File: config.mk
export PLATFORM = sky130hd
export DESIGN_NAME = iss_cell
export DESIGN_NICKNAME = d
export VERILOG_FILES = /design/src/hw/rtl/iss_pkg.sv /design/src/hw/rtl/iss_cell.sv
export SDC_FILE = /design/constraint.sdc
export NUM_CORES = 1
export LEC_CHECK = 0
export ABC_CLOCK_PERIOD_IN_PS = 4500
export BUFFER_PORTS_ARGS = -buffer_cell sky130_fd_sc_hd__buf_2
export CELL_PAD_IN_SITES_DETAIL_PLACEMENT = 0
export CELL_PAD_IN_SITES_GLOBAL_PLACEMENT = 2
export CORE_AREA = 5 5 129 131
export DETAILED_ROUTE_END_ITERATION = 6
export DIE_AREA = 0 0 134 136
export GPL_TIMING_DRIVEN = 0
export MAX_ROUTING_LAYER = met4
export PLACE_DENSITY_LB_ADDON = 0.1
export SYNTH_ARGS = -nofsm -noshare
export SYNTH_HDL_FRONTEND = slang
export SYNTH_SLANG_ARGS = --single-unit
File: constraint.sdc
create_clock -name clk -period 4.5 [get_ports clk]
set_input_delay 0.225 -clock clk [delete_from_list [all_inputs] [get_ports clk]]
set_output_delay 0.225 -clock clk [all_outputs]
set_load 0.03 [all_outputs]
File: src/hw/rtl/iss_pkg.sv
package iss_pkg;

	localparam int DEPTH = 64;
	localparam int KEY_W = 32;
	localparam int TAG_W = 16;
	localparam int DATA_W = KEY_W + TAG_W;

	typedef struct packed {
		logic             valid;
		logic [KEY_W-1:0] key;
		logic [TAG_W-1:0] tag;
	} rec_t;

	// Broadcast control shared by every cell of the chain.
	typedef struct packed {
		logic             ins;
		logic             pop;
		logic [KEY_W-1:0] key;
		logic [TAG_W-1:0] tag;
	} ctrl_t;

endpackage

File: src/hw/rtl/iss_cell.sv
module iss_cell
	import iss_pkg::*;
(
	input  logic  clk,
	input  logic  arst_n,
	input  ctrl_t ctrl,
	input  rec_t  prev_rec,
	input  logic  prev_keep,
	input  rec_t  next_rec,
	output rec_t  rec,
	output logic  keep
);

	logic             valid_q;
	logic [KEY_W-1:0] key_q;
	logic [TAG_W-1:0] tag_q;
	rec_t             ins_rec;

	assign rec = '{valid: valid_q, key: key_q, tag: tag_q};

	// A record stays in place while its key is strictly below the new key, so a new
	// record lands in front of older records with an equal key.
	assign keep = valid_q && (key_q < ctrl.key);

	always_comb begin
		if (prev_keep) begin
			ins_rec = '{valid: 1'b1, key: ctrl.key, tag: ctrl.tag};
		end else begin
			ins_rec = prev_rec;
		end
	end

	always_ff @(posedge clk or negedge arst_n) begin
		if (!arst_n) begin
			valid_q <= 1'b0;
		end else if (ctrl.pop) begin
			valid_q <= next_rec.valid;
		end else if (ctrl.ins && !keep) begin
			valid_q <= ins_rec.valid;
		end
	end

	always_ff @(posedge clk) begin
		if (ctrl.pop) begin
			key_q <= next_rec.key;
			tag_q <= next_rec.tag;
		end else if (ctrl.ins && !keep) begin
			key_q <= ins_rec.key;
			tag_q <= ins_rec.tag;
		end
	end

endmodule

==> results.md <==
- Commonest non-fill, non-tap cell in the layout: buf_2
- Clock buffer depth: 2
- Clk Latency, worst-skew pair: 0.30 ns
- CP endpoint kind: flip-flop
- Worst-Margin Slew: 0.921 ns
- Routed WL: 11600 um
- Hold path start: next_rec[2]
- Clock skew: 0.00898 ns
- Hpwl dp: 9480 um
- Routed Antenna Nets: 0
- CTS resizes: 0
- LEAKAGE: 0.00240 uW
- Leading cell types in the layout, fill and taps excluded: buf_2 (201), nand2_1 (54), o21ai_0 (52)
- Post-Syn Area: 0.00330 mm2
- Drt drc: 0
- Die area: 0.0182 mm2
- Drt first pass iters: 4
- Via density: 4.25
- Startpoint Class: flip-flop
- Post-CTS setup buffer count: 0
- Setup Viol. Count Final: 0
- WHS Path Cells: 3
- Switching portion of total power: 34.2%
- Worst r2r src: key_q[7]$_DFFE_PP_
- Final hold violation count: 0
- DR vias: 3104
- Gate power share: 32.1%
- Initial core utilization: 21.3%
- Congestion Overflow GR: 0
- Count of nets after finishing: 719
- Ys Warns: 0
- Reg2Reg Depth: 7
- Relative slew margins: 38.4%
- End of the worst hold path: tag_q[2]$_DFFE_PP_
- Hold/Removal Path Class: input pin to flip-flop
- Fmax: 302 MHz
- First-pass GRT wire length: 17700 um
- Cell Pwr Density: 307 mW/mm2
- Initial DRC count: 108
- Ys async rst share: 2.04%
- Synthesized Nets: 512
- GPL Wtd Cong: 0.713
- Die span in y: 136 um
- Setup total negative slack: 0 ns
- CTS sink count: 49
- Synth cell types: 30
- Total CTS buffers: 5
- Tcrit/Tclk final: 73.7%
- Mean post-synth cell area: 10.0 um2
- Post-place setup slack: 1.02 ns
- WP data arrival: 3.32 ns
- Num rows: 46
- P&R area growth vs syn: 42.7%
- Largest net degree at the start of global routing: 27
- CP Class: flip-flop to flip-flop
- IO buf count: 198
- WL/cell: 15.9 um
- Share of layout cells above drive strength 1: 40.0%
- Cts hold-fix bufs: 1
- Synth Instances: 330
- Switch Pwr: 495 uW
- RSZ-0062 raised after global routing: false
- Main synth FF type: edfxtp_1
- Reg2reg setup slack: 1.18 ns
- Core area: 0.0155 mm2
- CP Max Fanout: 26
- Worst r2r dst: tag_q[7]$_DFFE_PP_
- Clock Root Buffer: clkbuf_16
- Initial antenna violation count: 1
- Clk pin slew, worst setup/hold paths: 0.07 ns
- Slew Viols, Final: 0
- Die X: 134 um
- H-tree depth: 2
- Tmin final: 3.32 ns
- Final Worst Setup Slack: 1.18 ns
- Number of global-route vias before repair: 3337
- TritonCTS clock tree: yes
- Register area share after synthesis: 44.4%
- Worst VDD drop: 0.131 mV
- CP required: 4.50 ns
- Flop pwr share: 41.1%
- Post-synth EDFFs: 48
- Cell Int Power: 951 uW
- Max_cap viols: 0
- Ports: 201
- Status: completed
- Clock share of power: 26.8%
- #FFs+latches synth: 49
- GRT Total Usage: 12.9%
==> state kept, by name (all words and copies together) (netlist names) <==
signal   flops
key_q       32
valid_q      1
tag_q       16
==> stage by stage <==
step | total power, uW | hold slack, ns | instances | instance area (um2) | utilization, %
2_1_floorplan | 888 | -0.0706 | 330 | 3310 | -
3_3_place_gp | 1080 | 0.00128 | 720 | 4540 | 29.3
3_5_place_dp | 1080 | 0.00210 | 721 | 4570 | 29.5
4_1_cts | 1480 | 0.190 | 730 | 4710 | 30.5
5_1_grt | 1540 | 0.194 | 731 | 4720 | 30.5
6_report | 1450 | 0.201 | 731 | 4720 | 30.5
==> power by group through the flow <==
stage / combinational, uW / sequential [uW] / clock, uW
2_1_floorplan: 178 / 710 / 0
3_3_place_gp: 470 / 607 / 0
3_5_place_dp: 475 / 605 / 0
4_1_cts: 478 / 596 / 404
5_1_grt: 517 / 602 / 419
6_report: 464 / 595 / 387
==> cells in the mapped netlist, types with 2 or more instances <==
cell / number / area, um2
mux2i_1: 48 / 480
nand2b_1: 3 / 18.8
ha_1: 31 / 388
nand4_1: 5 / 31.3
nand2_1: 54 / 203
a31oi_1: 2 / 12.5
buf_2: 3 / 15.0
clkbuf_1: 12 / 45.0
nor2_1: 2 / 7.51
a21oi_1: 13 / 65.1
inv_1: 32 / 120
o21ai_0: 52 / 260
edfxtp_1: 48 / 1440
buf_1: 2 / 7.51
o21bai_1: 2 / 15.0
nand3_1: 5 / 25.0
a21o_1: 3 / 22.5
==> final cells by class <==
cell class	instances	area, um2
clock inverter	1	5.00
timing repair buffer	200	1020
antenna	1	2.50
sequential	49	1470
clock buffer	7	133
inverter	32	120
multi-input combinational	231	1650
buffer	18	75.1
tap	192	240
fill	1682	10800
==> worst max-delay path by stage <==
stage / start / endpoint / slack, ns
finish: key_q[7]$_DFFE_PP_ / tag_q[7]$_DFFE_PP_ / 1.18
global placement: key_q[7]$_DFFE_PP_ / key_q[16]$_DFFE_PP_ / -0.12
floorplan: key_q[7]$_DFFE_PP_ / key_q[0]$_DFFE_PP_ / 0.67
detailed placement: key_q[7]$_DFFE_PP_ / tag_q[12]$_DFFE_PP_ / 1.02
CTS: key_q[7]$_DFFE_PP_ / tag_q[12]$_DFFE_PP_ / 1.01
global route: key_q[7]$_DFFE_PP_ / tag_q[7]$_DFFE_PP_ / 0.93
==> cell families (layout without fill, tap and decap cells) <==
| kind of cell | after synthesis | in the layout | synth area share [%] |
|---|---|---|---|
| muxes | 48 | 48 | 14.5 |
| and+or+nand+nor | 73 | 73 | 9.92 |
| other | 0 | 1 | 0 |
| buffers and inverters | 50 | 258 | 5.91 |
| AOI/OAI and AO/OA | 79 | 79 | 13.5 |
| adders and majority gates | 31 | 31 | 11.7 |
| DFF | 49 | 49 | 44.4 |
==> worst max-delay path: stages (launching register included) <==
cell and delay (ns):
edfxtp_1 0.40, ha_1 0.34, nand4_1 0.10, o311a_1 0.39
o41ai_2 0.49, a31oi_1 0.25, o21bai_4 0.77, buf_12 0.27
==> layer usage <==
metal	wire, um	share of wire (%)	vias up	track usage (%)
met5	0	0	-	-
met4	116	1.0	0	2.91
met3	1020	8.8	5	4.77
met2	5460	47	128	21.1
met1	5040	43	1368	15.4
li1	-	-	1603	-
Power figures use the tool's default switching activity.
